===== src/sv/sara_pkg.sv =====
// Shared types and constants for the shelf atlas rectangle allocator.
// Request/result beats, controller-datapath command and status, group codes.
// No dependencies.
package sara_pkg;

    localparam int GROUP_COUNT = 5;
    localparam int GROUP_W     = 3;
    localparam int DIM_W       = 12;
    localparam int PAGE_W      = 4;
    localparam int POS_W       = 11;
    localparam int WIDE_W      = 14;

    // Group codes
    localparam logic [GROUP_W-1:0] GRP_UI     = 3'd0;
    localparam logic [GROUP_W-1:0] GRP_TILE   = 3'd1;
    localparam logic [GROUP_W-1:0] GRP_OBJECT = 3'd2;
    localparam logic [GROUP_W-1:0] GRP_CHAR   = 3'd3;
    localparam logic [GROUP_W-1:0] GRP_MIXED  = 3'd4;

    // Status codes
    localparam logic [1:0] ST_PLACED    = 2'd0;
    localparam logic [1:0] ST_ALREADY   = 2'd1;
    localparam logic [1:0] ST_NO_PAGE   = 2'd2;
    localparam logic [1:0] ST_TOO_LARGE = 2'd3;

    typedef struct packed {
        logic [DIM_W-1:0] sprite_width;
        logic [DIM_W-1:0] sprite_height;
        logic             is_interface;
        logic             already_placed;
    } req_t;

    typedef struct packed {
        logic [1:0]         status;
        logic [GROUP_W-1:0] group_id;
        logic [PAGE_W-1:0]  page_index;
        logic [POS_W-1:0]   pos_x;
        logic [POS_W-1:0]   pos_y;
    } rsp_t;

    // Controller to datapath
    typedef struct packed {
        logic capture;
        logic wrap;
        logic commit;
    } cmd_t;

    // Datapath to controller
    typedef struct packed {
        logic out_blocked;
    } sts_t;

    // Route a rectangle to its group by UI flag and exact size
    function automatic logic [GROUP_W-1:0] pick_group(
        input logic [DIM_W-1:0] w,
        input logic [DIM_W-1:0] h,
        input logic             ui
    );
        logic [GROUP_W-1:0] g;
        begin
            if (ui)
                g = GRP_UI;
            else if (w == 12'd32 && h == 12'd32)
                g = GRP_TILE;
            else if (w == 12'd32 && h == 12'd64)
                g = GRP_OBJECT;
            else if (w == 12'd64 && h == 12'd64)
                g = GRP_CHAR;
            else
                g = GRP_MIXED;
            return g;
        end
    endfunction

endpackage


===== src/sv/sara_ctrl.sv =====
// Controller for the shelf atlas allocator: capture, wrap and commit sequencing.
// Depends on sara_pkg for the command and status structs.
module sara_ctrl
    import sara_pkg::*;
(
    input  logic clk,
    input  logic rst_n,
    input  logic req_valid,
    output logic req_stall,
    input  sts_t sts,
    output cmd_t cmd
);

    localparam logic [1:0] S_IDLE   = 2'd0;
    localparam logic [1:0] S_WRAP   = 2'd1;
    localparam logic [1:0] S_COMMIT = 2'd2;

    logic [1:0] state_reg;
    logic [1:0] state_next;

    // Decode commands and next state
    always_comb
    begin
        state_next  = state_reg;
        cmd.capture = 1'b0;
        cmd.wrap    = 1'b0;
        cmd.commit  = 1'b0;
        case (state_reg)
            S_IDLE:
            begin
                if (req_valid)
                begin
                    cmd.capture = 1'b1;
                    state_next  = S_WRAP;
                end
            end
            S_WRAP:
            begin
                cmd.wrap   = 1'b1;
                state_next = S_COMMIT;
            end
            S_COMMIT:
            begin
                if (!sts.out_blocked)
                begin
                    cmd.commit = 1'b1;
                    state_next = S_IDLE;
                end
            end
            default:
            begin
                state_next = S_IDLE;
            end
        endcase
    end

    assign req_stall = (state_reg != S_IDLE);

    // Advance state
    always_ff @(posedge clk or negedge rst_n)
    begin
        if (!rst_n)
            state_reg <= S_IDLE;
        else
            state_reg <= state_next;
    end

    // An accepted beat always moves on to the wrap step
    a_accept_to_wrap: assert property (@(posedge clk) disable iff (!rst_n)
        (req_valid && !req_stall) |=> (state_reg == S_WRAP))
        else $error("accepted request did not enter wrap step");

    // Wrap is always followed by commit
    a_wrap_to_commit: assert property (@(posedge clk) disable iff (!rst_n)
        (state_reg == S_WRAP) |=> (state_reg == S_COMMIT))
        else $error("wrap step not followed by commit");

    // Never overwrite a result that is still waiting
    a_commit_free: assert property (@(posedge clk) disable iff (!rst_n)
        cmd.commit |-> !sts.out_blocked)
        else $error("commit while result register is blocked");

    // At most one command per cycle
    a_cmd_onehot: assert property (@(posedge clk) disable iff (!rst_n)
        $onehot0({cmd.capture, cmd.wrap, cmd.commit}))
        else $error("more than one command issued");

endmodule


===== src/sv/sara_datapath.sv =====
// Datapath for the shelf atlas allocator: per-group shelf state, fit checks,
// result register. Depends on sara_pkg; driven by sara_ctrl commands.
module sara_datapath
    import sara_pkg::*;
#(
    parameter int ATLAS_WIDTH     = 2048,
    parameter int ATLAS_HEIGHT    = 2048,
    parameter int PAGES_PER_GROUP = 16
)
(
    input  logic clk,
    input  logic rst_n,
    input  cmd_t cmd,
    output sts_t sts,
    input  req_t req,
    output logic rsp_valid,
    input  logic rsp_stall,
    output rsp_t rsp
);

    localparam logic [WIDE_W-1:0] AW_LIM   = WIDE_W'(ATLAS_WIDTH);
    localparam logic [WIDE_W-1:0] AH_LIM   = WIDE_W'(ATLAS_HEIGHT);
    localparam logic [PAGE_W:0]   PAGE_LIM = (PAGE_W+1)'(PAGES_PER_GROUP);

    // Per-group shelf state
    logic [DIM_W-1:0]  shelf_x_reg      [GROUP_COUNT];
    logic [DIM_W-1:0]  shelf_y_reg      [GROUP_COUNT];
    logic [DIM_W-1:0]  shelf_height_reg [GROUP_COUNT];
    logic [PAGE_W-1:0] current_page_reg [GROUP_COUNT];

    // Captured request
    req_t               req_reg;
    logic [GROUP_W-1:0] grp_reg;

    // Wrap stage results
    logic [DIM_W-1:0]  x1_reg;
    logic [WIDE_W-1:0] y1_reg;
    logic [DIM_W-1:0]  rh1_reg;
    logic [PAGE_W-1:0] page_reg;
    logic              too_large_reg;

    // Result register
    logic rsp_valid_reg;
    logic rsp_valid_next;
    rsp_t rsp_reg;

    // Wrap stage logic
    logic [DIM_W-1:0]  cur_x;
    logic [DIM_W-1:0]  cur_y;
    logic [DIM_W-1:0]  cur_rh;
    logic [WIDE_W-1:0] w_wide;
    logic [WIDE_W-1:0] h_wide;
    logic              too_large;
    logic              row_full;
    logic [WIDE_W-1:0] y_wrapped;

    // Commit stage logic
    logic              need_page;
    logic              last_page;
    logic [1:0]        status;
    logic [PAGE_W-1:0] page_out;
    logic [DIM_W-1:0]  x2;
    logic [WIDE_W-1:0] y2;
    logic [DIM_W-1:0]  rh2;
    logic [DIM_W:0]    h_pad;
    logic [DIM_W-1:0]  x_new;
    logic [DIM_W-1:0]  rh_new;
    logic              placed;

    assign w_wide = WIDE_W'(req_reg.sprite_width);
    assign h_wide = WIDE_W'(req_reg.sprite_height);

    assign cur_x  = shelf_x_reg[grp_reg];
    assign cur_y  = shelf_y_reg[grp_reg];
    assign cur_rh = shelf_height_reg[grp_reg];

    // Size check and horizontal fit; start a new shelf on overflow
    always_comb
    begin
        too_large = (w_wide + WIDE_W'(2) > AW_LIM) || (h_wide + WIDE_W'(2) > AH_LIM);
        row_full  = (WIDE_W'(cur_x) + w_wide + WIDE_W'(2)) > AW_LIM;
        y_wrapped = WIDE_W'(cur_y) + WIDE_W'(cur_rh) + WIDE_W'(2);
    end

    // Vertical fit, page advance and new cursor
    always_comb
    begin
        need_page = (y1_reg + h_wide + WIDE_W'(2)) > AH_LIM;
        last_page = ({1'b0, page_reg} + (PAGE_W+1)'(1)) >= PAGE_LIM;
        if (req_reg.already_placed)
            status = ST_ALREADY;
        else if (too_large_reg)
            status = ST_TOO_LARGE;
        else if (need_page && last_page)
            status = ST_NO_PAGE;
        else
            status = ST_PLACED;
        placed   = (status == ST_PLACED);
        page_out = (placed && need_page) ? page_reg + PAGE_W'(1) : page_reg;
        x2       = need_page ? '0 : x1_reg;
        y2       = need_page ? '0 : y1_reg;
        rh2      = need_page ? '0 : rh1_reg;
        h_pad    = {1'b0, req_reg.sprite_height} + (DIM_W+1)'(1);
        x_new    = x2 + req_reg.sprite_width + DIM_W'(1);
        rh_new   = (h_pad > {1'b0, rh2}) ? h_pad[DIM_W-1:0] : rh2;
    end

    // Capture request and its group
    always_ff @(posedge clk)
    begin
        if (cmd.capture)
        begin
            req_reg <= req;
            grp_reg <= pick_group(req.sprite_width, req.sprite_height, req.is_interface);
        end
    end

    // Hold wrap stage results
    always_ff @(posedge clk)
    begin
        if (cmd.wrap)
        begin
            x1_reg        <= row_full ? '0 : cur_x;
            y1_reg        <= row_full ? y_wrapped : WIDE_W'(cur_y);
            rh1_reg       <= row_full ? '0 : cur_rh;
            page_reg      <= current_page_reg[grp_reg];
            too_large_reg <= too_large;
        end
    end

    // Update group state on a successful placement
    always_ff @(posedge clk or negedge rst_n)
    begin
        if (!rst_n)
        begin
            for (int g = 0; g < GROUP_COUNT; g++)
            begin
                shelf_x_reg[g]      <= '0;
                shelf_y_reg[g]      <= '0;
                shelf_height_reg[g] <= '0;
                current_page_reg[g] <= '0;
            end
        end
        else if (cmd.commit && placed)
        begin
            shelf_x_reg[grp_reg]      <= x_new;
            shelf_y_reg[grp_reg]      <= y2[DIM_W-1:0];
            shelf_height_reg[grp_reg] <= rh_new;
            current_page_reg[grp_reg] <= page_out;
        end
    end

    // Result beat payload
    always_ff @(posedge clk)
    begin
        if (cmd.commit)
        begin
            rsp_reg.status     <= status;
            rsp_reg.group_id   <= grp_reg;
            rsp_reg.page_index <= page_out;
            rsp_reg.pos_x      <= placed ? POS_W'(x2 + DIM_W'(1)) : '0;
            rsp_reg.pos_y      <= placed ? POS_W'(y2 + WIDE_W'(1)) : '0;
        end
    end

    // Result valid: set on commit, drop when the beat is taken
    always_comb
    begin
        rsp_valid_next = rsp_valid_reg;
        if (cmd.commit)
            rsp_valid_next = 1'b1;
        else if (rsp_valid_reg && !rsp_stall)
            rsp_valid_next = 1'b0;
    end

    always_ff @(posedge clk or negedge rst_n)
    begin
        if (!rst_n)
            rsp_valid_reg <= 1'b0;
        else
            rsp_valid_reg <= rsp_valid_next;
    end

    assign sts.out_blocked = rsp_valid_reg && rsp_stall;
    assign rsp_valid       = rsp_valid_reg;
    assign rsp             = rsp_reg;

endmodule


===== src/sv/shelf_atlas_rect_allocator.sv =====
// Shelf atlas rectangle allocator: routes each rectangle to one of five groups.
// Each request beat passes through capture, wrap and commit steps to its result beat.
// The capture/wrap/commit sequencer takes no new request until the last one commits;
// a waiting result does not block the next request until its commit step.
// Reset (rst_n, async active low) clears all shelf cursors and page indexes.
module shelf_atlas_rect_allocator
    import sara_pkg::*;
#(
    parameter int ATLAS_WIDTH     = 2048,
    parameter int ATLAS_HEIGHT    = 2048,
    parameter int PAGES_PER_GROUP = 16
)
(
    input  logic clk,
    input  logic rst_n,
    input  logic req_valid,
    output logic req_stall,
    input  req_t req,
    output logic rsp_valid,
    input  logic rsp_stall,
    output rsp_t rsp
);

    cmd_t cmd;
    sts_t sts;

    // Sequencer
    sara_ctrl u_ctrl
    (
        .clk       (clk),
        .rst_n     (rst_n),
        .req_valid (req_valid),
        .req_stall (req_stall),
        .sts       (sts),
        .cmd       (cmd)
    );

    // Shelf state and fit logic
    sara_datapath #(
        .ATLAS_WIDTH     (ATLAS_WIDTH),
        .ATLAS_HEIGHT    (ATLAS_HEIGHT),
        .PAGES_PER_GROUP (PAGES_PER_GROUP)
    ) u_datapath
    (
        .clk       (clk),
        .rst_n     (rst_n),
        .cmd       (cmd),
        .sts       (sts),
        .req       (req),
        .rsp_valid (rsp_valid),
        .rsp_stall (rsp_stall),
        .rsp       (rsp)
    );

endmodule


===== config.mk =====
export PLATFORM = sky130hd
export DESIGN_NAME = shelf_atlas_rect_allocator
export DESIGN_NICKNAME = d
export VERILOG_FILES = /design/src/sv/sara_pkg.sv /design/src/sv/sara_ctrl.sv /design/src/sv/sara_datapath.sv /design/src/sv/shelf_atlas_rect_allocator.sv
export SDC_FILE = /design/constraint.sdc
export NUM_CORES = 1
export LEC_CHECK = 0
export BUFFER_PORTS_ARGS = -buffer_cell sky130_fd_sc_hd__buf_2
export CORE_ASPECT_RATIO = 1.1
export CORE_MARGIN = 4
export CORE_UTILIZATION = 50
export DETAILED_ROUTE_END_ITERATION = 10
export GPL_ROUTABILITY_DRIVEN = 1
export PLACE_DENSITY = 0.65
export SLEW_MARGIN = 25
export SYNTH_ARGS = -nofsm -noshare
export SYNTH_HDL_FRONTEND = slang
export SYNTH_SLANG_ARGS = --single-unit

===== constraint.sdc =====
create_clock -name clk -period 5.6 [get_ports clk]
set_input_delay 0.84 -clock clk [delete_from_list [all_inputs] [get_ports clk]]
set_output_delay 0.84 -clock clk [all_outputs]
set_load 0.005 [all_outputs]

== After elaboration in Yosys (flattened, before gate mapping) ==
Index checks and enable logic that the tools add are counted.
Storage, ports and cells
  bits in registers: 305
  input port bits: 30
  output and inout bits: 33
  logic and storage cells: 131
Operators by class
  magnitude comparators: 8
  $add $sub $neg: 15
  bitwise operators: 1
  muxes and demuxes: 42
  equal/unequal tests: 8
  reductions and logical operators: 18
Operators by type and width (number)
  $bwmux 60: 3
  $mux 12: 12
  $bmux 12 s3: 3
  $gt 14x12->1 const B: 4
  $demux 12 s3: 1
  $add 14x2->14 const B: 2
  $add 12x12->13: 2
  $add 12x2->13 const B: 2
  $eq 12x6->1 const B: 2
  $eq 12x7->1 const B: 2
  $add 11x1->11 const B: 2
  $bwmux 20: 1
  $mux 4: 4
  $add 13x2->14 const B: 1
  $add 14x12->14: 1
  $add 12x1->13 const B: 1
  $gt 13x12->1: 1
  $add 12x1->12 const B: 1
  $add 12x12->12: 1
  $bmux 4 s3: 1
  $demux 4 s3: 1
  $mux 2: 6
  $logic_and 1x1->1: 9
  $mux 1: 8
  other kinds (18): 21

== Logic depth before layout (Yosys ltp) ==
Gate-level depths: netlist (run 1).
  word-level depth: 11
  mapped depth: 26
  gate-level depth less buffers: 23

== Cells and area by module ==
Synthesis (run 1) repeated with hierarchy kept, for this count alone.
Unflattened totals
  cells, all modules: 1537
  area total of the unflattened synthesis: 16869.9 um^2
Modules (own cells, without submodules)
  sara_datapath: instances 1, area each 16767.3 um^2, cells each 1526, seq. area each 8092.8 um^2
  sara_ctrl: instances 1, area each 102.6 um^2, cells each 11, seq. area each 50.0 um^2

== Worst setup path before layout (run 1) ==
OpenSTA, ideal clock, no wires.
  kind: register -> register
  start: register u_datapath.req_reg, in the netlist u_datapath.h_wide[1]
  end: register u_datapath.shelf_height_reg[10] (netlist name)
  path buffers: 3
  clock period less this slack: 5.499 ns
  required time: 5.475 ns
  setup slack: 0.101 ns
  arrival: 5.375 ns
  cell stages (with the launch flop): 27
  setup time: 0.125 ns
  cells stage by stage: edfxtp_1 -> inv_1 -> ha_1 -> inv_1 -> ha_1 -> fa_1 -> or3_1 -> nor4_1 -> and4bb_1 -> o211ai_1 -> a2111o_1 -> a21oi_4 -> buf_4 -> buf_2 -> nand2_1 -> ha_1 -> nor2b_1 -> o21a_1 -> o21ai_0 -> nand2b_1 -> a21oi_1 -> o21ai_0 -> a31oi_1 -> o21ai_1 -> clkbuf_1 -> mux2i_1 -> mux2_2
Between the ends
  cells in the longest elaborated chain, start to end: 9
  elaborated cells on any way between the ends: 14
  those cells by class: 3 x add/sub; 2 x order compare; 6 x mux; 3 x reduce/logical
RTL lines
  start: declaration: RTL line sara_datapath.sv:32  | req_t req_reg;
  start signal: assignment: RTL line sara_datapath.sv:113  | req_reg <= req;
  parallel branches: the longest is 9 deep, another holds $add 14x12->14
  end signal: indexed assignment: RTL line sara_datapath.sv:148  | shelf_height_reg[grp_reg] <= rh_new;
  end: declaration: RTL line sara_datapath.sv:28  | logic [DIM_W-1:0] shelf_height_reg [GROUP_COUNT];
Several ways; the timed one is not identified.
A chain may end at the register's enable or synchronous reset.

== Worst setup path after layout (run 1) ==
  start: register u_datapath.y1_reg[1]
  end: register u_datapath.shelf_height_reg[5] (netlist name)
Between the ends
  cells in the longest elaborated chain, start to end: 9
  elaborated cells on any way between the ends: 13
  those cells by class: 2 x add/sub; 2 x order compare; 6 x mux; 3 x reduce/logical
RTL lines
  start: declaration: RTL line sara_datapath.sv:37  | logic [WIDE_W-1:0] y1_reg;
  start signal: assignment: RTL line sara_datapath.sv:124  | y1_reg <= row_full ? y_wrapped : WIDE_W'(cur_y);
  $add 14x12->14 *: RTL line sara_datapath.sv:88  | need_page = (y1_reg + h_wide + WIDE_W'(2)) > AH_LIM;
  $add 14x2->14 *: RTL line sara_datapath.sv:88
  $gt 14x12->1 *: RTL line sara_datapath.sv:88
  parallel branches: the longest is 6 deep, another holds $gt 13x12->1
Every way passes the cells marked *.

==> results of run 1 <==
-- per-stage QoR --
step | hold slack [ps] | setup WS, ps | setup TNS, ps
3_5_place_dp | 466 | 14.4 | 0
5_1_grt | 502 | -58.8 | -1030
4_1_cts | 479 | 111 | 0
3_3_place_gp | 456 | 182 | 0
6_report | 445 | 249 | 0
2_1_floorplan | 424 | 101 | 0
-- area by class of cell --
type                    count  area, um^2  share of cell area (%)
flip-flops and latches    305        8140                    42.6
multi-input cells        1087        8210                    43.0
clock inverters            10         100                   0.524
well taps                 426         533                    2.79
inverters                  64         240                    1.26
clock buffers              51         986                    5.16
repair buffers            132         893                    4.67
-- how the worst min path moves through the flow --
| stage | depth (start not counted) | to | slack [ps] |
|---|---|---|---|
| after floorplan | 0 | u_datapath.rsp[26] | 420 |
| after global placement | 2 | u_datapath.shelf_x_reg[14] | 460 |
| after detailed placement | 2 | u_datapath.shelf_y_reg[19] | 470 |
| after CTS | 1 | u_datapath.shelf_y_reg[35] | 480 |
| after global routing | 2 | u_datapath.shelf_y_reg[33] | 500 |
| final | 1 | u_datapath.shelf_height_reg[2] | 450 |
-- kinds of logic after synthesis --
group	Yosys count	synth area share (%)
buffers and inverters	133	3.16
AND/OR/NAND/NOR	461	13.3
XOR/XNOR	59	3.09
multiplexers	149	12.1
AO/OA/AOI/OAI	324	12.4
flip-flops	305	48.7
adder cells (fa/ha/maj)	94	7.20
-- layout by cell type, fill, tap and decap left out, drive strengths merged, types with 34 or more instances in the layout --
| cell | synthesis | routed |
|---|---|---|
| nor2 | 76 | 76 |
| inv | 64 | 65 |
| o21ai | 147 | 147 |
| dfrtp | 203 | 203 |
| mux2 | 94 | 94 |
| clkbuf | 50 | 52 |
| ha | 89 | 89 |
| nor2b | 34 | 34 |
| buf | 19 | 131 |
| nand2 | 179 | 179 |
| nand3 | 35 | 35 |
| xor2 | 34 | 34 |
| edfxtp | 102 | 102 |
-- layer usage --
| layer | global-route usage, % | wire length, um | vias up |
|---|---|---|---|
| met4 | 7.14 | 1110 | 0 |
| met3 | 3.26 | 2340 | 60 |
| met5 | 0 | 0 | - |
| li1 | - | - | 5771 |
| met2 | 37.8 | 19600 | 346 |
| met1 | 33.8 | 19700 | 6010 |
-- timing repair --
action | in CTS | in global routing
pin swaps | 0 | 4
gates resized for setup | 1 | 19
setup buffers | 0 | 7
setup endpoints to repair | 18 | 83
-- power by group through the flow --
stage / Combinational (uW) / Clock, uW / Sequential, uW
after floorplan: 1630 / 0 / 3000
after global placement: 2320 / 0 / 3070
after detailed placement: 2360 / 0 / 3080
after CTS: 2380 / 2230 / 3050
after global routing: 2720 / 2320 / 3090
final: 2460 / 2190 / 3050
==> impl_metrics.env, run 1 <==
export IMPL_grt_ovfl_total=0
export IMPL_ys_ff_latch=305
export IMPL_die_h_um=200
export IMPL_avgSynthCellArea_um2=11.0
export IMPL_route_detailed_drc=0
export IMPL_gp_congestion=0.888
export IMPL_p_sw_uw=2580
export IMPL_syn_area_mm2=0.0167
export IMPL_r2r_end="u_datapath.shelf_height_reg[5]"
export IMPL_ios=63
export IMPL_cts_hold_buf=0
export IMPL_power_uw=7700
export IMPL_synth_top_cells_by_count="dfrtp_1, nand2_1, o21ai_0"
export IMPL_slew_viol_final=0
export IMPL_ys_types=72
export IMPL_fin_area_mm2=0.0191
export IMPL_clock_sinks=305
export IMPL_grt_max_degree=112
export IMPL_skew_ps=11.8
export IMPL_antenna_cells=0
export IMPL_intPower_uw=5120
export IMPL_crit_path_end_kind="flop"
export IMPL_reg2reg_depth=24
export IMPL_drtIter0Drc=1050
export IMPL_finalCoreUtilization_pct=58.6
export IMPL_period_minus_slack_ps=5350
export IMPL_yosysTopAreaCellShare_pct=30.4
export IMPL_yosys_warnings=0
export IMPL_setup_viol=0
export IMPL_syn_inst=1525
export IMPL_synthTopCellsByArea="dfrtp_1, edfxtp_1, ha_1"
export IMPL_crit_start="u_datapath.y1_reg[1]"
export IMPL_area_growth_pct=14.3
export IMPL_synth_nets=1648
export IMPL_rows=69
export IMPL_cap_viol_max_count=0
export IMPL_cp_data_required_time_ps=5990
export IMPL_hp_class="primary input to asynchronous set/reset pin"
export IMPL_fill_cells=2680
export IMPL_path_class="flop to flop"
export IMPL_vdd_ir_drop_max_mv=0.219
export IMPL_rsz0062_at_grt="yes"
export IMPL_crit_fanout=11
export IMPL_viasPerCell=5.87
export IMPL_synth_most_common_cell="dfrtp_1"
export IMPL_final_nets=1747
export IMPL_antenna_found_initial=0
export IMPL_slew_headroom_pct=40.9
export IMPL_die_w_um=182
export IMPL_instances_no_fill=2075
export IMPL_portBuffers=62
export IMPL_drt_total_wl_um=42800
export IMPL_cts_tree="built"
export IMPL_dp_cells=2007
export IMPL_post_dp_hpwl_um=30500
export IMPL_fin_crit_sh_pct=95.6
export IMPL_critical_path_top_delay_family="compound AO/OA/AOI/OAI gates"
export IMPL_p_clk_share_pct=28.5
export IMPL_power_frac_comb_pct=31.9
export IMPL_die_area_mm2=0.0364
export IMPL_yosysTopAreaCell="dfrtp_1"
export IMPL_hold_violations=0
export IMPL_ys_flop_type="dfrtp_1"
export IMPL_h_tree_depth=2
export IMPL_grt_pass1_vias=12200
export IMPL_crit_chain="inv_1 -> ha_1 -> inv_1 -> ha_1 -> fa_1 -> or3_1 -> nor4_2 -> and4bb_1 -> o211ai_1 -> a2111o_1 -> a21oi_4 -> buf_8 -> nand2_1 -> ha_1 -> a21o_1 -> a21o_1 -> a21oi_1 -> o21ai_0 -> a31oi_1 -> o21ai_2 -> buf_4 -> buf_4 -> mux2i_4 -> mux2_2"
export IMPL_grt_usage_pct=23.5
export IMPL_placed_cell_area_mm2=0.0179
export IMPL_cp_num_buf_inv=5
export IMPL_vias=12200
export IMPL_drt_pass1_iterations=6
export IMPL_worst_path_stages=24
export IMPL_core_mm2=0.0326
export IMPL_avgRoutedWirePerCell_um=20.6
export IMPL_cp_slowest_stage_delay_ps=440
export IMPL_insertion_delay_ps=510
export IMPL_grt_pass1_wl_um=67900
export IMPL_async_flop_share_pct=66.6
export IMPL_swShare_pct=33.5
export IMPL_drive_gt1_share_pct=20.3
export IMPL_powerDensity_mw_per_mm2=403
export IMPL_cts_made_buffers=34
export IMPL_yosysSeqAreaShare_pct=48.7
export IMPL_cpMostUsedCell="ha_1"
export IMPL_slowest_stage="fa_1"
export IMPL_crit_arrival_ps=5740
export IMPL_cts_root_buf="clkbuf_16"
export IMPL_max_freq_mhz=187
export IMPL_synth_edf_count=102
export IMPL_seqPwrFrac_pct=39.6
export IMPL_tightestPinTransition_ps=886
export IMPL_r2r_start="u_datapath.y1_reg[1]"
export IMPL_start_kind="flop"
export IMPL_reg2reg_setup_slack_ps=250
export IMPL_cp_endpoint="u_datapath.shelf_height_reg[5]"
export IMPL_start_util_pct=51.2
export IMPL_ant_nets=0
export IMPL_run_status="finished clean"
export IMPL_cts_buffer_depth=3
export IMPL_clk_pin_slew_ps=60
export IMPL_p_leak_uw=0.00843
(Power assumes the default switching activity.)
==> run 2, diff against run 1 <==
==> constraint.sdc (replaced) <==
create_clock -name clk -period 5.6 [get_ports clk]
set_input_delay 1.4 -clock clk [delete_from_list [all_inputs] [get_ports clk]]
set_output_delay 1.4 -clock clk [all_outputs]
set_load 0.005 [all_outputs]
==> run 2 against run 1 <==
Maximum frequency up 0.12%. Cell area up 0.18%. Critical path depth unchanged. Clock skew up 1.9 ps. Flip-flop and latch count unchanged. Clock-buffer cell count down 5. Clock power up 3%.
==> impl_metrics.env, run 2 (synthesis gave the netlist of run 1 again) <==
export IMPL_run_status="finished clean"
export IMPL_core_mm2=0.0326
export IMPL_fill_cells=2727
export IMPL_finalCoreUtilization_pct=58.7
export IMPL_cts_buffer_depth=3
export IMPL_skew_ps=13.7
export IMPL_layout_common_cells="dfrtp_1, nand2_1, o21ai_0"
export IMPL_final_nets=1746
export IMPL_clk_pin_slew_ps=60
export IMPL_drtIter0Drc=930
export IMPL_hold_violations=0
export IMPL_viasPerCell=5.87
export IMPL_drt_pass1_iterations=5
export IMPL_h_tree_depth=2
export IMPL_min_path_cells=2
export IMPL_route_detailed_drc=0
export IMPL_hp_class="flop to flop"
export IMPL_multiInputGateArea_mm2=0.00818
export IMPL_setup_viol=0
export IMPL_slew_headroom_pct=44.6
export IMPL_grt_pass1_wl_um=69200
export IMPL_vias=12200
export IMPL_avgRoutedWirePerCell_um=21.0
export IMPL_tightestPinTransition_ps=827
export IMPL_p_sw_uw=2610
export IMPL_p_leak_uw=0.00845
export IMPL_crit_path_end_kind="flop"
export IMPL_seqPwrFrac_pct=39.3
export IMPL_ant_nets=0
export IMPL_start_util_pct=51.2
export IMPL_slew_viol_final=0
export IMPL_grt_max_degree=130
export IMPL_die_area_mm2=0.0364
export IMPL_clock_sinks=305
export IMPL_post_dp_hpwl_um=31000
export IMPL_cts_tree="built"
export IMPL_antenna_cells=0
export IMPL_ios=63
export IMPL_gp_congestion=0.902
export IMPL_powerDensity_mw_per_mm2=405
export IMPL_path_class="flop to flop"
export IMPL_cts_root_buf="clkbuf_16"
export IMPL_p_clk_share_pct=29.0
export IMPL_swShare_pct=33.7
export IMPL_drt_total_wl_um=43600
export IMPL_fin_crit_sh_pct=95.4
export IMPL_grt_ovfl_total=0
export IMPL_rsz0062_at_grt="yes"
export IMPL_portBuffers=62
export IMPL_final_common_cell="dfrtp_1"
export IMPL_cts_made_buffers=34
export IMPL_insertion_delay_ps=510
export IMPL_die_w_um=182
export IMPL_cap_viol_max_count=0
export IMPL_crit_arrival_ps=5740
export IMPL_grt_pass1_vias=12300
export IMPL_seq_area_mm2=0.00814
export IMPL_drive_gt1_share_pct=20.9
export IMPL_die_h_um=200
export IMPL_period_minus_slack_ps=5340
export IMPL_crit_fanout=8
export IMPL_start_kind="flop"
export IMPL_grt_usage_pct=24.1
export IMPL_antenna_found_initial=1
export IMPL_rows=69
export IMPL_power_uw=7750
export IMPL_max_freq_mhz=187
export IMPL_reg2reg_depth=24
export IMPL_cp_data_required_time_ps=5990
export IMPL_vdd_ir_drop_max_mv=0.188
export IMPL_area_growth_pct=14.6
export IMPL_intPower_uw=5140
export IMPL_power_frac_comb_pct=31.6
-- run 2: changes by cell type in the layout (fill, tap and decap cells not counted), moves of 2 or more --
cell and change:
buf_4 -3, clkinv_1 -3, mux2i_2 +2, clkinv_4 +2, mux2i_4 -2, clkinv_2 +2
clkinvlp_4 +2, clkbuf_1 -7, inv_4 +2
-- run 2: layout make-up --
class                      count  area share [%]
sequential                   305            42.5
clock inverter                15           0.752
multi-input combinational   1087            42.7
inverter                      64            1.25
timing repair buffer         131            4.78
tap                          426            2.78
clock buffer                  46            5.16
-- run 2: per-stage QoR --
stage               setup TNS, ps  worst slack [ps]  cells  hold WS [ps]  instance area (um^2)
floorplan                       0               101   1525           424                 16700
global placement                0               183   2006           457                 17900
detailed placement          -35.3             -16.5   2006           466                 17900
CTS                             0              70.7   2067           481                 19000
global route                 -297             -31.7   2074           493                 19100
finish                          0               255   2074           475                 19100
-- run 2: power groups by stage --
stage          logic (uW)  clock network (uW)  registers [uW]
6_report             2450                2250            3050
5_1_grt              2710                2390            3090
4_1_cts              2390                2300            3050
3_5_place_dp         2370                   0            3090
3_3_place_gp         2320                   0            3070
2_1_floorplan        1630                   0            3000
-- run 2: worst paths after layout --
| kind | start | endpoint | slack, ps |
|---|---|---|---|
| max in group asynchronous | rst_n | u_datapath.shelf_x_reg[35] | 3580 |
| max | u_datapath.y1_reg[1] | u_datapath.shelf_height_reg[30] | 260 |
| min reg2reg | u_datapath.shelf_y_reg[33] | u_datapath.shelf_y_reg[33] | 470 |
| max reg2reg | u_datapath.y1_reg[1] | u_datapath.shelf_height_reg[30] | 260 |
| min in group asynchronous | rst_n | u_datapath.shelf_y_reg[23] | 830 |
| min | u_datapath.shelf_y_reg[33] | u_datapath.shelf_y_reg[33] | 470 |
-- run 2: critical path: stages, from the launching register on --
cell and delay (ps):
edfxtp_1 420, inv_1 60, ha_1 260, inv_1 40
ha_1 210, fa_1 440, or3_1 310, nor4_1 230
and4bb_1 220, o211ai_1 90, a2111o_1 370, a21oi_4 270
buf_6 170, nand2_1 90, ha_1 300, a21o_1 190
a21o_1 170, a21oi_1 140, o21ai_0 120, a31oi_1 220
o21ai_2 70, buf_4 170, buf_4 170, mux2i_2 200
mux2_2 310
-- run 2: what timing repair did --
item	4_1_cts	5_1_grt
endpoints found under the setup margin	15	105
buffers inserted	0	6
resized for setup	1	14
hold buffers	0	0
pin swaps	0	4
-- run 2: per-layer routing --
metal	up-vias	GRT usage, %	wire length (um)
li1	5770	-	-
met2	339	38.1	19600
met5	-	0	0
met1	5978	34.2	19900
met4	0	8.67	1600
met3	82	3.77	2520
==> run 3, diff against run 2 <==
--- a/config.mk
+++ b/config.mk
@@ -12,6 +12,7 @@
 export DETAILED_ROUTE_END_ITERATION = 10
 export GPL_ROUTABILITY_DRIVEN = 1
 export PLACE_DENSITY = 0.65
+export RECOVER_POWER = 100
 export SLEW_MARGIN = 25
 export SYNTH_ARGS = -nofsm -noshare
 export SYNTH_HDL_FRONTEND = slang
==> run 3 against run 2 <==
The run now ends with capacitance limit, slew limit left. Via count increased by 0.87%. Maximum frequency up 0.18%. Sequential share of layout area up 0.25 points. First-iteration DRC count fell by 2.8%. Sequential power about the same. Critical endpoint unchanged.
==> impl_metrics.env, run 3 (synthesis gave the netlist of run 1 again) <==
export IMPL_clk_pin_slew_ps=60
export IMPL_drt_total_wl_um=43600
export IMPL_crit_arrival_ps=5730
export IMPL_portBuffers=62
export IMPL_violations="capacitance limit, slew limit"
export IMPL_placed_cell_area_mm2=0.0179
export IMPL_slew_viol_final=174
export IMPL_crit_chain="inv_1 -> ha_1 -> inv_1 -> ha_1 -> fa_1 -> or3_1 -> nor4_1 -> and4bb_1 -> o211ai_1 -> a2111o_1 -> a21oi_4 -> buf_6 -> nand2_1 -> ha_1 -> a21o_1 -> a21o_1 -> a21oi_1 -> o21ai_0 -> a31oi_1 -> o21ai_2 -> buf_4 -> buf_4 -> mux2i_2 -> mux2_2"
export IMPL_die_h_um=200
export IMPL_cp_slowest_stage_delay_ps=440
export IMPL_die_area_mm2=0.0364
export IMPL_drive_gt1_share_pct=17.8
export IMPL_h_tree_depth=2
export IMPL_intPower_uw=5130
export IMPL_clock_sinks=305
export IMPL_post_dp_hpwl_um=31000
export IMPL_fill_cells=2755
export IMPL_cts_made_buffers=34
export IMPL_cts_buffer_depth=3
export IMPL_area_growth_pct=13.9
export IMPL_antenna_found_initial=1
export IMPL_fin_area_mm2=0.0190
export IMPL_die_w_um=182
export IMPL_slowest_stage="fa_1"
export IMPL_cpMostUsedCell="ha_1"
export IMPL_fin_hold_ws_ps=475
export IMPL_vdd_ir_drop_max_mv=0.189
export IMPL_skew_ps=13.5
export IMPL_start_util_pct=51.2
export IMPL_crit_fanout=8
export IMPL_route_detailed_drc=0
export IMPL_seq_area_mm2=0.00814
export IMPL_max_freq_mhz=187
export IMPL_tightestPinTransition_ps=3740
export IMPL_cp_data_required_time_ps=5990
export IMPL_power_uw=7740
export IMPL_slew_headroom_pct=-149
export IMPL_antenna_cells=0
export IMPL_core_mm2=0.0326
export IMPL_final_nets=1746
export IMPL_grt_ovfl_total=0
export IMPL_path_class="flop to flop"
export IMPL_layout_setup_ws_ps=265
export IMPL_final_common_cell="dfrtp_1"
export IMPL_fin_crit_sh_pct=95.3
export IMPL_multiInputGateArea_mm2=0.00817
export IMPL_start_kind="flop"
export IMPL_grt_max_degree=130
export IMPL_cap_viol_max_count=4
export IMPL_cts_tree="built"
export IMPL_crit_path_end_kind="flop"
export IMPL_power_frac_comb_pct=31.4
export IMPL_layout_common_cells="dfrtp_1, nand2_1, o21ai_0"
export IMPL_grt_pass1_vias=12300
export IMPL_grt_usage_pct=24.1
export IMPL_grt_pass1_wl_um=69200
export IMPL_hold_violations=0
export IMPL_post_place_ws_ps=-16.5
export IMPL_seqPwrFrac_pct=39.5
export IMPL_vias=12300
export IMPL_viasPerCell=5.92
export IMPL_swShare_pct=33.7
export IMPL_hp_class="flop to flop"
export IMPL_period_minus_slack_ps=5340
export IMPL_p_sw_uw=2610
export IMPL_rows=69
export IMPL_ant_nets=0
export IMPL_ios=63
export IMPL_avgRoutedWirePerCell_um=21.0
export IMPL_run_status="finished, violations left"
export IMPL_cp_num_buf_inv=5
export IMPL_setup_viol=0
export IMPL_rsz0062_at_grt="yes"
export IMPL_gp_congestion=0.902
export IMPL_p_leak_uw=0.00830
export IMPL_drtIter0Drc=904
export IMPL_p_clk_share_pct=29.1
export IMPL_insertion_delay_ps=510
export IMPL_cts_root_buf="clkbuf_16"
export IMPL_powerDensity_mw_per_mm2=406
export IMPL_critical_path_top_delay_family="compound AO/OA/AOI/OAI gates"
export IMPL_drt_pass1_iterations=5
## run 3: cell count changes in the layout (fill, tap and decap cells not counted), sizes merged
cell / delta
clkbuf: +49
buf: -49
## run 3: path summary, 6_finish.rpt
check | from | to | slack, ps | depth (start not counted)
worst max-delay path | u_datapath.y1_reg[1] | u_datapath.shelf_height_reg[30] | 260 | 24
worst min-delay path | u_datapath.shelf_y_reg[33] | u_datapath.shelf_y_reg[33] | 480 | 2
worst max register to register | u_datapath.y1_reg[1] | u_datapath.shelf_height_reg[30] | 260 | 24
worst min register to register | u_datapath.shelf_y_reg[33] | u_datapath.shelf_y_reg[33] | 480 | 2
max in group asynchronous | rst_n | u_datapath.shelf_x_reg[48] | 880 | 3
min in group asynchronous | rst_n | u_datapath.shelf_y_reg[23] | 2170 | 1
## run 3: metal layers
metal  part of all wire, %  GRT usage, %  up-vias
met2                    46          38.1      379
met4                   3.4          8.67        0
met3                   6.5          3.77       75
met5                     0             0        -
met1                    45          34.2     6048
li1                      -             -     5773
## run 3: power by group through the flow
stage / clock network (uW) / logic [uW] / registers [uW]
final: 2250 / 2430 / 3060
after global routing: 2390 / 2700 / 3100
after CTS: 2300 / 2390 / 3050
after detailed placement: 0 / 2370 / 3090
after global placement: 0 / 2320 / 3070
after floorplan: 0 / 1630 / 3000
## run 3: layout make-up
cell class	count	share of cell area (%)
multi-input cells	1087	42.9
flip-flops and latches	305	42.8
clock buffers	46	5.19
repair buffers	131	4.28
well taps	426	2.80
inverters	64	1.26
clock inverters	15	0.756
## run 3: worst register-to-register path: stages, from the launching register on
cell      delay, ps
edfxtp_1        410
inv_1            60
ha_1            260
inv_1            40
ha_1            210
fa_1            440
or3_1           310
nor4_1          230
and4bb_1        220
o211ai_1         90
a2111o_1        370
a21oi_4         270
buf_6           170
nand2_1          90
ha_1            300
a21o_1          190
a21o_1          170
a21oi_1         140
o21ai_0         120
a31oi_1         220
o21ai_2          70
buf_4           170
buf_4           170
mux2i_2         200
mux2_2          310
## run 3: metrics by stage
stage	setup TNS (ps)	instances	utilization (%)
after detailed placement	-35.3	2006	54.8
after floorplan	0	1525	-
final	0	2074	58.3
after global placement	0	2006	54.8
after global routing	-299	2074	58.3
after CTS	0	2067	58.3
## run 3: what timing repair did
item                       4_1_cts  5_1_grt
gates cloned                     0        0
hold buffers                     0        0
setup endpoints to repair       15      105
resized for setup                1       14
setup buffers                    0        6
pin swaps                        0        4
